<file path="src/rtl/fsgs_pkg.sv">
// ----------------------------------------------------------------------------
// fsgs_pkg
// Shared types, sizes and codes for the falling-sand grid sweep unit.
// ----------------------------------------------------------------------------
package fsgs_pkg;

  localparam int ROWS   = 64;
  localparam int COLS   = 64;
  localparam int DEPTH  = ROWS * COLS;
  localparam int ROW_W  = $clog2(ROWS);
  localparam int COL_W  = $clog2(COLS);
  localparam int ADDR_W = $clog2(DEPTH);

  // Operation codes.
  localparam logic [1:0] OP_WRITE = 2'd0;
  localparam logic [1:0] OP_READ  = 2'd1;
  localparam logic [1:0] OP_SWEEP = 2'd2;

  // Cell kinds.
  localparam logic [1:0] KIND_EMPTY  = 2'd0;
  localparam logic [1:0] KIND_SAND   = 2'd1;
  localparam logic [1:0] KIND_WATER  = 2'd2;
  localparam logic [1:0] KIND_STATIC = 2'd3;

  // Neighbor selection relative to the sweep position.
  localparam logic [2:0] DIR_CENTER = 3'd0;
  localparam logic [2:0] DIR_DOWN   = 3'd1;
  localparam logic [2:0] DIR_DL     = 3'd2;
  localparam logic [2:0] DIR_DR     = 3'd3;
  localparam logic [2:0] DIR_LEFT   = 3'd4;
  localparam logic [2:0] DIR_RIGHT  = 3'd5;

  // Memory address source.
  localparam logic [1:0] SRC_CELL  = 2'd0;
  localparam logic [1:0] SRC_HOST  = 2'd1;
  localparam logic [1:0] SRC_CLEAR = 2'd2;

  typedef struct packed {
    logic [1:0] operation;
    logic [5:0] row;
    logic [5:0] column;
    logic [1:0] cell_kind;
  } in_item_t;

  typedef struct packed {
    logic [1:0] read_kind;
    logic [1:0] finished_operation;
  } out_item_t;

  typedef struct packed {
    logic       load;        // latch the accepted item
    logic       sw_init;     // place the sweep at the bottom-left cell
    logic       sw_adv;      // step the sweep to the next cell
    logic       clr_inc;     // step the clearing pass
    logic [1:0] asel;        // address source
    logic [2:0] dir;         // neighbor for the cell address
    logic       we;          // memory write
    logic       wfrom_host;  // write data from the item instead of wkind
    logic [1:0] wkind;       // write data for sweep and clear writes
    logic       finish;      // present a result next cycle
    logic       take_read;   // result carries the memory read data
  } dp_cmd_t;

  typedef struct packed {
    logic       clr_last;
    logic       sw_last;
    logic       in_down;
    logic       in_left;
    logic       in_right;
    logic       host_inside;
    logic [1:0] rd_kind;
  } dp_status_t;

endpackage

</file>
<file path="src/rtl/fsgs_ctrl.sv">
// ----------------------------------------------------------------------------
// fsgs_ctrl
// Controller: clearing pass, host read and write, and the per-cell probe
// sequence of a sweep.
// ----------------------------------------------------------------------------
module fsgs_ctrl (
  input  logic                  clk,
  input  logic                  rst_n,
  input  logic                  start,
  input  logic [1:0]            in_op,
  input  fsgs_pkg::dp_status_t  status,
  output fsgs_pkg::dp_cmd_t     cmd,
  output logic                  busy
);
  import fsgs_pkg::*;

  localparam logic [3:0] ST_CLEAR  = 4'd0;
  localparam logic [3:0] ST_IDLE   = 4'd1;
  localparam logic [3:0] ST_HWR    = 4'd2;
  localparam logic [3:0] ST_HRD    = 4'd3;
  localparam logic [3:0] ST_HRDATA = 4'd4;
  localparam logic [3:0] ST_DONE   = 4'd5;
  localparam logic [3:0] ST_FETCH  = 4'd6;
  localparam logic [3:0] ST_CENTER = 4'd7;
  localparam logic [3:0] ST_DOWN   = 4'd8;
  localparam logic [3:0] ST_LEFT   = 4'd9;
  localparam logic [3:0] ST_RIGHT  = 4'd10;
  localparam logic [3:0] ST_DL     = 4'd11;
  localparam logic [3:0] ST_DR     = 4'd12;
  localparam logic [3:0] ST_MOVE   = 4'd13;
  localparam logic [3:0] ST_PLACE  = 4'd14;
  localparam logic [3:0] ST_NEXT   = 4'd15;

  logic [3:0] state_r, state_nxt;
  logic [1:0] kind_r, kind_nxt;
  logic [2:0] tgt_r, tgt_nxt;
  logic       lfree_r, lfree_nxt;
  logic       rd_empty;

  assign rd_empty = (status.rd_kind == KIND_EMPTY);
  assign busy     = (state_r != ST_IDLE);

  always_comb begin
    state_nxt = state_r;
    kind_nxt  = kind_r;
    tgt_nxt   = tgt_r;
    lfree_nxt = lfree_r;
    cmd       = '0;
    cmd.asel  = SRC_CELL;
    cmd.dir   = DIR_CENTER;
    cmd.wkind = KIND_EMPTY;

    unique case (state_r)
      ST_CLEAR: begin
        cmd.asel    = SRC_CLEAR;
        cmd.we      = 1'b1;
        cmd.clr_inc = 1'b1;
        if (status.clr_last) begin
          state_nxt = ST_IDLE;
        end
      end
      ST_IDLE: begin
        if (start) begin
          cmd.load    = 1'b1;
          cmd.sw_init = 1'b1;
          unique case (in_op)
            OP_WRITE: state_nxt = ST_HWR;
            OP_READ:  state_nxt = ST_HRD;
            OP_SWEEP: state_nxt = ST_FETCH;
            default:  state_nxt = ST_DONE;
          endcase
        end
      end
      ST_HWR: begin
        cmd.asel       = SRC_HOST;
        cmd.we         = status.host_inside;
        cmd.wfrom_host = 1'b1;
        cmd.finish     = 1'b1;
        state_nxt      = ST_IDLE;
      end
      ST_HRD: begin
        cmd.asel  = SRC_HOST;
        state_nxt = ST_HRDATA;
      end
      ST_HRDATA: begin
        cmd.finish    = 1'b1;
        cmd.take_read = status.host_inside;
        state_nxt     = ST_IDLE;
      end
      ST_DONE: begin
        cmd.finish = 1'b1;
        state_nxt  = ST_IDLE;
      end
      ST_FETCH: begin
        cmd.dir   = DIR_CENTER;
        state_nxt = ST_CENTER;
      end
      ST_CENTER: begin
        kind_nxt = status.rd_kind;
        if (status.rd_kind == KIND_SAND || status.rd_kind == KIND_WATER) begin
          cmd.dir   = DIR_DOWN;
          state_nxt = ST_DOWN;
        end else begin
          state_nxt = ST_NEXT;
        end
      end
      ST_DOWN: begin
        if (status.in_down && rd_empty) begin
          tgt_nxt   = DIR_DOWN;
          state_nxt = ST_MOVE;
        end else if (kind_r == KIND_WATER) begin
          cmd.dir   = DIR_LEFT;
          state_nxt = ST_LEFT;
        end else begin
          cmd.dir   = DIR_DL;
          state_nxt = ST_DL;
        end
      end
      ST_LEFT: begin
        lfree_nxt = status.in_left && rd_empty;
        cmd.dir   = DIR_RIGHT;
        state_nxt = ST_RIGHT;
      end
      ST_RIGHT: begin
        // Water slides sideways only when exactly one side is open.
        if (lfree_r && !(status.in_right && rd_empty)) begin
          tgt_nxt   = DIR_LEFT;
          state_nxt = ST_MOVE;
        end else if (!lfree_r && status.in_right && rd_empty) begin
          tgt_nxt   = DIR_RIGHT;
          state_nxt = ST_MOVE;
        end else begin
          cmd.dir   = DIR_DL;
          state_nxt = ST_DL;
        end
      end
      ST_DL: begin
        if (status.in_down && status.in_left && rd_empty) begin
          tgt_nxt   = DIR_DL;
          state_nxt = ST_MOVE;
        end else begin
          cmd.dir   = DIR_DR;
          state_nxt = ST_DR;
        end
      end
      ST_DR: begin
        if (status.in_down && status.in_right && rd_empty) begin
          tgt_nxt   = DIR_DR;
          state_nxt = ST_MOVE;
        end else begin
          state_nxt = ST_NEXT;
        end
      end
      ST_MOVE: begin
        cmd.dir   = DIR_CENTER;
        cmd.we    = 1'b1;
        cmd.wkind = KIND_EMPTY;
        state_nxt = ST_PLACE;
      end
      ST_PLACE: begin
        cmd.dir   = tgt_r;
        cmd.we    = 1'b1;
        cmd.wkind = kind_r;
        state_nxt = ST_NEXT;
      end
      ST_NEXT: begin
        if (status.sw_last) begin
          cmd.finish = 1'b1;
          state_nxt  = ST_IDLE;
        end else begin
          cmd.sw_adv = 1'b1;
          state_nxt  = ST_FETCH;
        end
      end
      default: state_nxt = ST_IDLE;
    endcase
  end

  always_ff @(posedge clk) begin
    if (!rst_n) begin
      state_r <= ST_CLEAR;
    end else begin
      state_r <= state_nxt;
    end
  end

  always_ff @(posedge clk) begin
    kind_r  <= kind_nxt;
    tgt_r   <= tgt_nxt;
    lfree_r <= lfree_nxt;
  end

endmodule

</file>
<file path="config.mk">
export PLATFORM = sky130hd
export DESIGN_NAME = fsgs_ctrl
export DESIGN_NICKNAME = d
export VERILOG_FILES = /design/src/rtl/fsgs_pkg.sv /design/src/rtl/fsgs_ctrl.sv
export SDC_FILE = /design/constraint.sdc
export NUM_CORES = 1
export LEC_CHECK = 0
export BUFFER_PORTS_ARGS = -buffer_cell sky130_fd_sc_hd__buf_2
export CORE_MARGIN = 8
export CORE_UTILIZATION = 30
export DETAILED_ROUTE_END_ITERATION = 8
export GPL_TIMING_DRIVEN = 1
export PLACE_DENSITY_LB_ADDON = 0.08
export SYNTH_ARGS = -nofsm -noshare
export SYNTH_HDL_FRONTEND = slang
export SYNTH_SLANG_ARGS = --single-unit
</file>
<file path="constraint.sdc">
create_clock -name clk -period 2.1 [get_ports clk]
set_input_delay 0.105 -clock clk [delete_from_list [all_inputs] [get_ports clk]]
set_output_delay 0.105 -clock clk [all_outputs]
set_load 0.02 [all_outputs]
</file>
# [Word level (Yosys, flattened, before mapping)]
# Cells that the tools add are included.
[totals] ram_bits=0 register_bits=10 latchBits=0 in_bits=13 mem_count=0 word_cells=90 rom_bits=0
[op_classes] shift=0 n_eq_ne=27 div_mod_pow=0 n_mul=0 reduce_logical=22 magnitude_cmp=0 n_bitwise=0 add_sub_neg=0 muxes=37
[op_table] operator="4-bit case mux with 14 select lines" n=1
[op_table] operator="3-bit 2-to-1 mux" n=12
[op_table] operator="4-bit == test, second input constant" n=8
[op_table] operator="3-bit case mux with 6 select lines" n=1
[op_table] operator="4-bit by 3-bit == test with 1-bit output, second input constant" n=4
[op_table] operator="2-bit 2-to-1 mux" n=8
[op_table] operator="3-bit case mux with 4 select lines" n=1
[op_table] operator="1-bit logical AND" n=10
[op_table] operator="2-bit != test, second input constant" n=5
[op_table] operator="3-bit case mux with 3 select lines" n=1
[op_table] operator="4-bit by 2-bit == test with 1-bit output, second input constant" n=2
[op_table] operator="1-bit 2-to-1 mux" n=8
[op_table] operator="4-bit 2-to-1 mux" n=2
[op_table] operator="2-bit == test, second input constant" n=3
[op_table] operator="3-bit OR reduction" n=2
[op_table] operator="5-bit AND reduction" n=1
[op_table] operator="2-bit by 1-bit == test with 1-bit output, second input constant" n=2
[op_table] operator="4-bit by 1-bit == test with 1-bit output, second input constant" n=1
[op_table] operator="2-bit zero test" n=2
[op_table] operator="4-bit zero test" n=1
[op_table] operator="4-bit by 1-bit != test with 1-bit output, second input constant" n=1
[op_table] operator="1-bit case mux with 2 select lines" n=2
[op_table] operator="2-bit case mux with 2 select lines" n=1
[op_table] operator="4-bit nonzero test" n=1
[op_table] operator="5 further kinds" n=6

# [Longest topological paths before layout]
# Gate-level depths: netlist of run 1.
[depth] word_depth=6 mapped_depth=6 ltp_nobuf=6

# [Worst setup path before layout of run 1]
# Ideal clock, no wire load.
[synth_timing] kind="input -> register" startpoint="input port status[0] (netlist name)" endpoint="register tgt_r[0], enable pin" setup_ns=0.304 t_arrival_ns=1.079 path_stages=6 slack_ns=0.717 path_cell_list="inv_1 -> ha_1 -> a21bo_2 -> and3_1 -> o21ai_1 -> o311a_1"
[synth_via] elab_chain_len=6 word_cells_on_any_way=13 classes_between="4 x eq/ne; 9 x reduce/logical"
[synth_rtl] element="start: declaration" line_no="fsgs_ctrl.sv:11" source="input fsgs_pkg::dp_status_t status,"
[synth_rtl] element="2-bit zero test *" line_no="fsgs_ctrl.sv:40" source="assign rd_empty = (status.rd_kind == KIND_EMPTY);"
[synth_rtl] element="1-bit logical AND" line_no="fsgs_ctrl.sv:126" source="if (lfree_r && !(status.in_right && rd_empty)) begin"
[synth_rtl] element="1-bit zero test" line_no="fsgs_ctrl.sv:126"
[synth_rtl] element="1-bit logical AND" line_no="fsgs_ctrl.sv:126"
[synth_rtl] element="3-bit != test (no source line)"
[synth_rtl] element="5-bit AND reduction (no source line) *"
[synth_rtl] element="end signal: assignment" line_no="fsgs_ctrl.sv:189" source="tgt_r <= tgt_nxt;"
[synth_rtl] element="end: declaration" line_no="fsgs_ctrl.sv:36" source="logic [2:0] tgt_r, tgt_nxt;"
# Every way passes the cells marked *; elsewhere a longest branch is shown, timed or not.
# A chain may end at the register's enable or synchronous reset.

==> results of run 1 <==
==> stage by stage <==
step / std cells / total power [mW] / hold WS [ns] / worst slack (ns)
floorplan: 122 / 0.286 / 0.204 / 0.717
global placement: 177 / 0.321 / 0.296 / 0.460
detailed placement: 177 / 0.320 / 0.298 / 0.475
CTS: 181 / 0.498 / 0.0173 / 0.180
global route: 181 / 0.520 / 0.00724 / 0.0371
finish: 181 / 0.487 / 0.0283 / 0.207
==> worst max-delay path: stages, from the launching register on <==
cell and delay [ns]:
dfxtp_1 0.65, nand2b_1 0.31, nor2_1 0.22, nand2_1 0.09, o31ai_1 0.06, buf_2 0.20
==> routing by layer <==
metal	wire length, µm	share of wire	GRT usage	vias to the layer above
li1	-	-	-	485
met1	1250	0.46	0.137	439
met2	1200	0.44	0.173	35
met3	220	0.081	0.0367	6
met4	44	0.016	0.0416	0
met5	0	0	0	-
==> flip-flops by register name, summed over array words and instances, names as in the netlist <==
signal and cells:
tgt_r 3, kind_r 2, lfree_r 1, state_r 4
==> logic make-up after synthesis <==
logic type	after synthesis
AND/OR/NAND/NOR	62
AO/OA/AOI/OAI	31
buffers and inverters	17
flip-flops	10
multiplexers	1
adder cells (fa/ha/maj)	1
==> power breakdown <==
| part | internal (mW) | total [mW] | switching [mW] |
|---|---|---|---|
| clock network | 0.105 | 0.173 | 0.0677 |
| logic | 0.0403 | 0.102 | 0.0620 |
| registers | 0.209 | 0.212 | 0.00357 |
==> final timing paths <==
check                  start   endpoint
setup / recovery  state_r[1]     cmd[8]
hold / removal     status[1]  kind_r[1]
setup reg to reg  state_r[1]   tgt_r[1]
hold reg to reg   state_r[3]   tgt_r[0]
==> final cells by class <==
class | count | area [µm²] | area share
multi-input cells | 95 | 543 | 0.504
flip-flops and latches | 10 | 260 | 0.242
repair buffers | 32 | 170 | 0.158
well taps | 33 | 41.3 | 0.0383
clock buffers | 4 | 36.3 | 0.0337
inverters | 7 | 26.3 | 0.0244
==> cell usage in the layout (no fill, tap or decap) <==
cell	count
buf_2	28
nand2_1	15
nor2_1	11
nor3_1	8
a21oi_1	7
nand2b_1	6
inv_1	6
nor2b_1	6
nand3_1	6
o21ai_1	6
edfxtp_1	6
and2_1	4
and3_1	4
buf_4	4
dfxtp_1	4
clkbuf_4	3
a31oi_1	2
o21ai_0	2
o311a_1	2
a22oi_1	2
nor3b_1	1
inv_2	1
o22ai_1	1
a21bo_2	1
o31ai_1	1
nand3b_1	1
a211oi_2	1
a221o_1	1
o32ai_1	1
mux2_1	1
o221a_1	1
o211ai_1	1
a211oi_1	1
o21a_1	1
ha_1	1
clkbuf_8	1
==> run_results.csv, run 1 <==
group,metric,value,unit
global_route,antenna_found_initial,0,
sta,clock.fmax,528,MHz
yosys,synth_xor_area_frac,0,
yosys,synth_compound_area_frac,0.236,
yosys,synth_fa_ha_area_frac,0.0140,
setup_path,critPathMaxFanout,15,
global_route,grt_pass1_vias,1002,
place,portBuffers,28,
setup_path,crit_arrival,1.79,ns
power_and_ir_drop,power_leakage,0.482,nW
route,viasPerCell,5.33,
die,start_util,0.303,
yosys,synth_flop_cell,"edfxtp_1",
die,placeableCoreArea,2950,µm²
layout,fin_area,1080,µm²
sta,skew,0.00139,ns
route,wl_per_cell,15.0,µm
sta,setup_violations,0,
clock_network,htree_num_levels,1,
layout,fin_util,0.365,
clock_network,hold_buffers,0,
layout,final_layout_size_suffix_gt1_frac,0.264,
power_and_ir_drop,peakVddDrop,0.209,mV
layout,fill_cells,334,
yosys,async_flop_share,0,
die,die_x,70.6,µm
yosys,yosys.area.top_type_share,0.201,
job,drv_cap,0,
status,outcome,"completed",
die,rows,20,
place,gp_congestion,0.797,
yosys,synth_seq_area_share,0.291,
die,die-area,4990,µm²
clock_network,path_clk_slew,0.07,ns
sta,finalHoldViolations,0,
yosys,synth_warnings,0,
route,vias,965,
route,drt-pass1-iter-count,4,
sta,slew_headroom,0.655,
setup_path,worst-setup-path-type,"reg -> out",
sta,rsz0062_at_grt,"false",
die,die_h,70.6,µm
setup_path,ff2ff_setup_slack,0.53,ns
clock_network,insertion_delay,0.26,ns
yosys,synth_edf_count,6,
clock_network,cts_setup_buffers,0,
clock_network,cts_tree,"built",
layout,layout.nets,163,
setup_path,crit_path_start_kind,"flop",
sta,period_needed,1.89,ns
setup_path,worstSetupEndpointType,"output pin",
yosys,ys_top_cells_by_count,"nand2_1 (15), nor2_1 (11), nor3_1 (8)",
yosys,avgSynthCellArea,7.33,µm²
layout,diodes,0,
yosys,synth_top_family_by_area,"simple AND/OR/NAND/NOR gates",
global_route,grt_pass1_wl,4.55,mm
yosys,synthCells,122,
sta,worst_pin_slew,0.517,ns
power_and_ir_drop,power_density,452,nW/µm²
yosys,yosys.cell_types.count,34,
yosys,yosysMostFrequentCell,"nand2_1",
place,hpwl,2.16,mm
global_route,grt_usage,0.111,
clock_network,cts_sinks,10,
global_route,grt_max_degree,24,
yosys,synth_area,895,µm²
route,drc_errors,0,
hold_path,hold_path.class,"in -> reg",
route,drt_first_iter_violations,83,
yosys,yosys.area.top_type,"edfxtp_1",
sta,post-route-period-util,0.901,
route,antenna_left,0,
clock_network,cts_max_path_buffers,2,
yosys,synth_nets,136,
yosys,synth_simple_gate_area_share,0.344,
clock_network,post_cts_resized,0,
die,io_pins,29,
sta,fin_tns_setup,0,ns
setup_path,rr_worst_depth,3,
sta,drv_slew,0,
yosys,synth.area.mux_share,0.0126,
hold_path,min_delay_path_depth,1,
route,routed_wl,2.71,mm
yosys,synth-seq-cells,10,
setup_path,crit_required,2.00,ns
clock_network,cts_inserted_buffers,3,
clock_network,clock-root-buffer,"clkbuf_4",
place,post_dp_cell_area,1040,µm²
yosys,ys_top_cells_by_area,"edfxtp_1 (20%), dfxtp_1 (9.0%), nand2_1 (6.3%)",
layout,area_growth,20.4,%
global_route,overflow,0,
No activity file was read; power rests on OpenSTA's default activity.
==> run 2: changes to the inputs <==
--- a/config.mk
+++ b/config.mk
@@ -10,7 +10,6 @@
 export CORE_UTILIZATION = 30
 export DETAILED_ROUTE_END_ITERATION = 8
 export GPL_TIMING_DRIVEN = 1
-export PLACE_DENSITY_LB_ADDON = 0.08
 export SYNTH_ARGS = -nofsm -noshare
 export SYNTH_HDL_FRONTEND = slang
 export SYNTH_SLANG_ARGS = --single-unit
==> run_results.csv, run 2 (synthesis results as in run 1) <==
group,metric,value,unit
sta,skew,0.0141,ns
layout,seq_area,260,µm²
power_and_ir_drop,p_clk_frac,0.322,
sta,slew_headroom,0.651,
power_and_ir_drop,peakVddDrop,0.164,mV
clock_network,cts_tree,"built",
sta,worst_pin_slew,0.522,ns
sta,finalHoldViolations,0,
setup_path,path_cells,"nand2b_1 > nor2_1 > nand2_1 > o31ai_1 > buf_2",
layout,diodes,0,
place,gp_congestion,0.926,
route,vias,978,
route,drt_first_iter_violations,78,
sta,drv_slew,0,
hold_path,min_delay_path_depth,1,
setup_path,critPathSlowestCell,"dfxtp_1",
status,outcome,"completed",
setup_path,critPathMaxFanout,15,
power_and_ir_drop,switching_share,0.309,
global_route,grt_usage,0.111,
sta,whs,0.0157,ns
layout,multi_input_area,543,µm²
layout,final_layout_size_suffix_gt1_frac,0.257,
route,viasPerCell,5.40,
global_route,antenna_found_initial,0,
clock_network,htree_num_levels,1,
sta,clock.fmax,525,MHz
layout,final_cell_mix,"buf_2 (28), nand2_1 (15), nor2_1 (11), nor3_1 (8), a21oi_1 (7)",
die,die_x,70.6,µm
clock_network,cts_setup_buffers,0,
setup_path,crit_required,2.00,ns
setup_path,ff2ff_setup_slack,0.48,ns
die,die-area,4990,µm²
global_route,grt_pass1_vias,992,
place,hpwl,2.13,mm
setup_path,slowest_delay,0.65,ns
place,portBuffers,28,
power_and_ir_drop,power_leakage,0.476,nW
hold_path,hold_end,"kind_r[0]",
layout,top_register,"state_r",
layout,reg_top3,"state_r: 4 flops, tgt_r: 3 flops, kind_r: 2 flops",
layout,largest_register_ff_count,4,
setup_path,worstSetupEndpointType,"output pin",
setup_path,crit_path_start_kind,"flop",
layout,area_growth,19.3,%
clock_network,clock-root-buffer,"clkbuf_4",
hold_path,hold_path.class,"in -> reg",
hold_path,hold_start,"status[0]",
power_and_ir_drop,seqPwrFrac,0.458,
clock_network,cts_max_path_buffers,2,
power_and_ir_drop,p_int,0.322,mW
power_and_ir_drop,power_frac_comb,0.219,
setup_path,worst-setup-path-type,"reg -> out",
layout,layout.nets,163,
clock_network,post_cts_resized,0,
die,start_util,0.303,
job,drv_cap,0,
die,io_pins,29,
global_route,overflow,0,
route,drc_errors,0,
setup_path,reg2reg_from,"state_r[3]",
clock_network,cts_inserted_buffers,3,
global_route,grt_pass1_wl,4.58,mm
sta,period_needed,1.91,ns
setup_path,crit_family,"flip-flops",
clock_network,hold_buffers,0,
die,die_h,70.6,µm
setup_path,crit_arrival,1.80,ns
sta,post-route-period-util,0.908,
route,routed_wl,2.76,mm
sta,setup_violations,0,
power_and_ir_drop,power.switching,0.144,mW
sta,fin_tns_setup,0,ns
clock_network,cts_sinks,10,
die,rows,20,
die,placeableCoreArea,2950,µm²
layout,mostFrequentLayoutCell,"buf_2",
route,antenna_left,0,
clock_network,path_clk_slew,0.08,ns
power_and_ir_drop,power_density,437,nW/µm²
setup_path,rr_worst_depth,5,
sta,rsz0062_at_grt,"false",
route,wl_per_cell,15.2,µm
layout,fill_cells,344,
setup_path,regToRegEndpoint,"state_r[2]",
route,drt-pass1-iter-count,4,
clock_network,insertion_delay,0.28,ns
global_route,grt_max_degree,17,
setup_path,crit_buf_inv,1,
## run 2: final cells by class
type | count | share of cell area
clock buffers | 4 | 0.0246
inverters | 7 | 0.0246
multi-input cells | 95 | 0.509
flip-flops and latches | 10 | 0.244
well taps | 33 | 0.0387
repair buffers | 32 | 0.159
## run 2: power by group through the flow
stage          Sequential [mW]  Combinational (mW)  Clock, mW
6_report                 0.214               0.102      0.150
5_1_grt                  0.214               0.114      0.159
4_1_cts                  0.214               0.103      0.152
3_5_place_dp             0.218               0.102          0
3_3_place_gp             0.219               0.101          0
2_1_floorplan            0.214              0.0727          0
## run 2: per-layer routing
metal | up-vias | GRT usage | wire (µm)
met4 | 0 | 0.0462 | 30
met2 | 40 | 0.174 | 1270
met3 | 4 | 0.0424 | 243
met5 | - | 0 | 0
met1 | 447 | 0.133 | 1220
li1 | 487 | - | -
## run 2: per-stage QoR
stage | std cells | instance area, µm² | setup slack, ns | power [mW] | utilization
2_1_floorplan | 122 | 895 | 0.717 | 0.286 | -
3_3_place_gp | 177 | 1040 | 0.502 | 0.319 | 0.353
3_5_place_dp | 177 | 1040 | 0.495 | 0.321 | 0.353
4_1_cts | 181 | 1070 | 0.237 | 0.468 | 0.361
5_1_grt | 181 | 1070 | 0.111 | 0.488 | 0.361
6_report | 181 | 1070 | 0.194 | 0.467 | 0.361
## run 2: worst max-delay path by stage
stage,from,endpoint,cells after the start
2_1_floorplan,status[0],tgt_r[0],6
6_report,state_r[1],cmd[8],5
3_5_place_dp,status[0],tgt_r[2],7
5_1_grt,state_r[1],cmd[8],5
3_3_place_gp,state_r[1],cmd[7],4
4_1_cts,state_r[1],cmd[8],5
## run 2: worst reg2reg max path: stages (launching register included)
cell	delay (ns)
dfxtp_1	0.48
buf_4	0.27
mux2_1	0.34
a21oi_1	0.21
nor2_1	0.08
a31oi_1	0.17
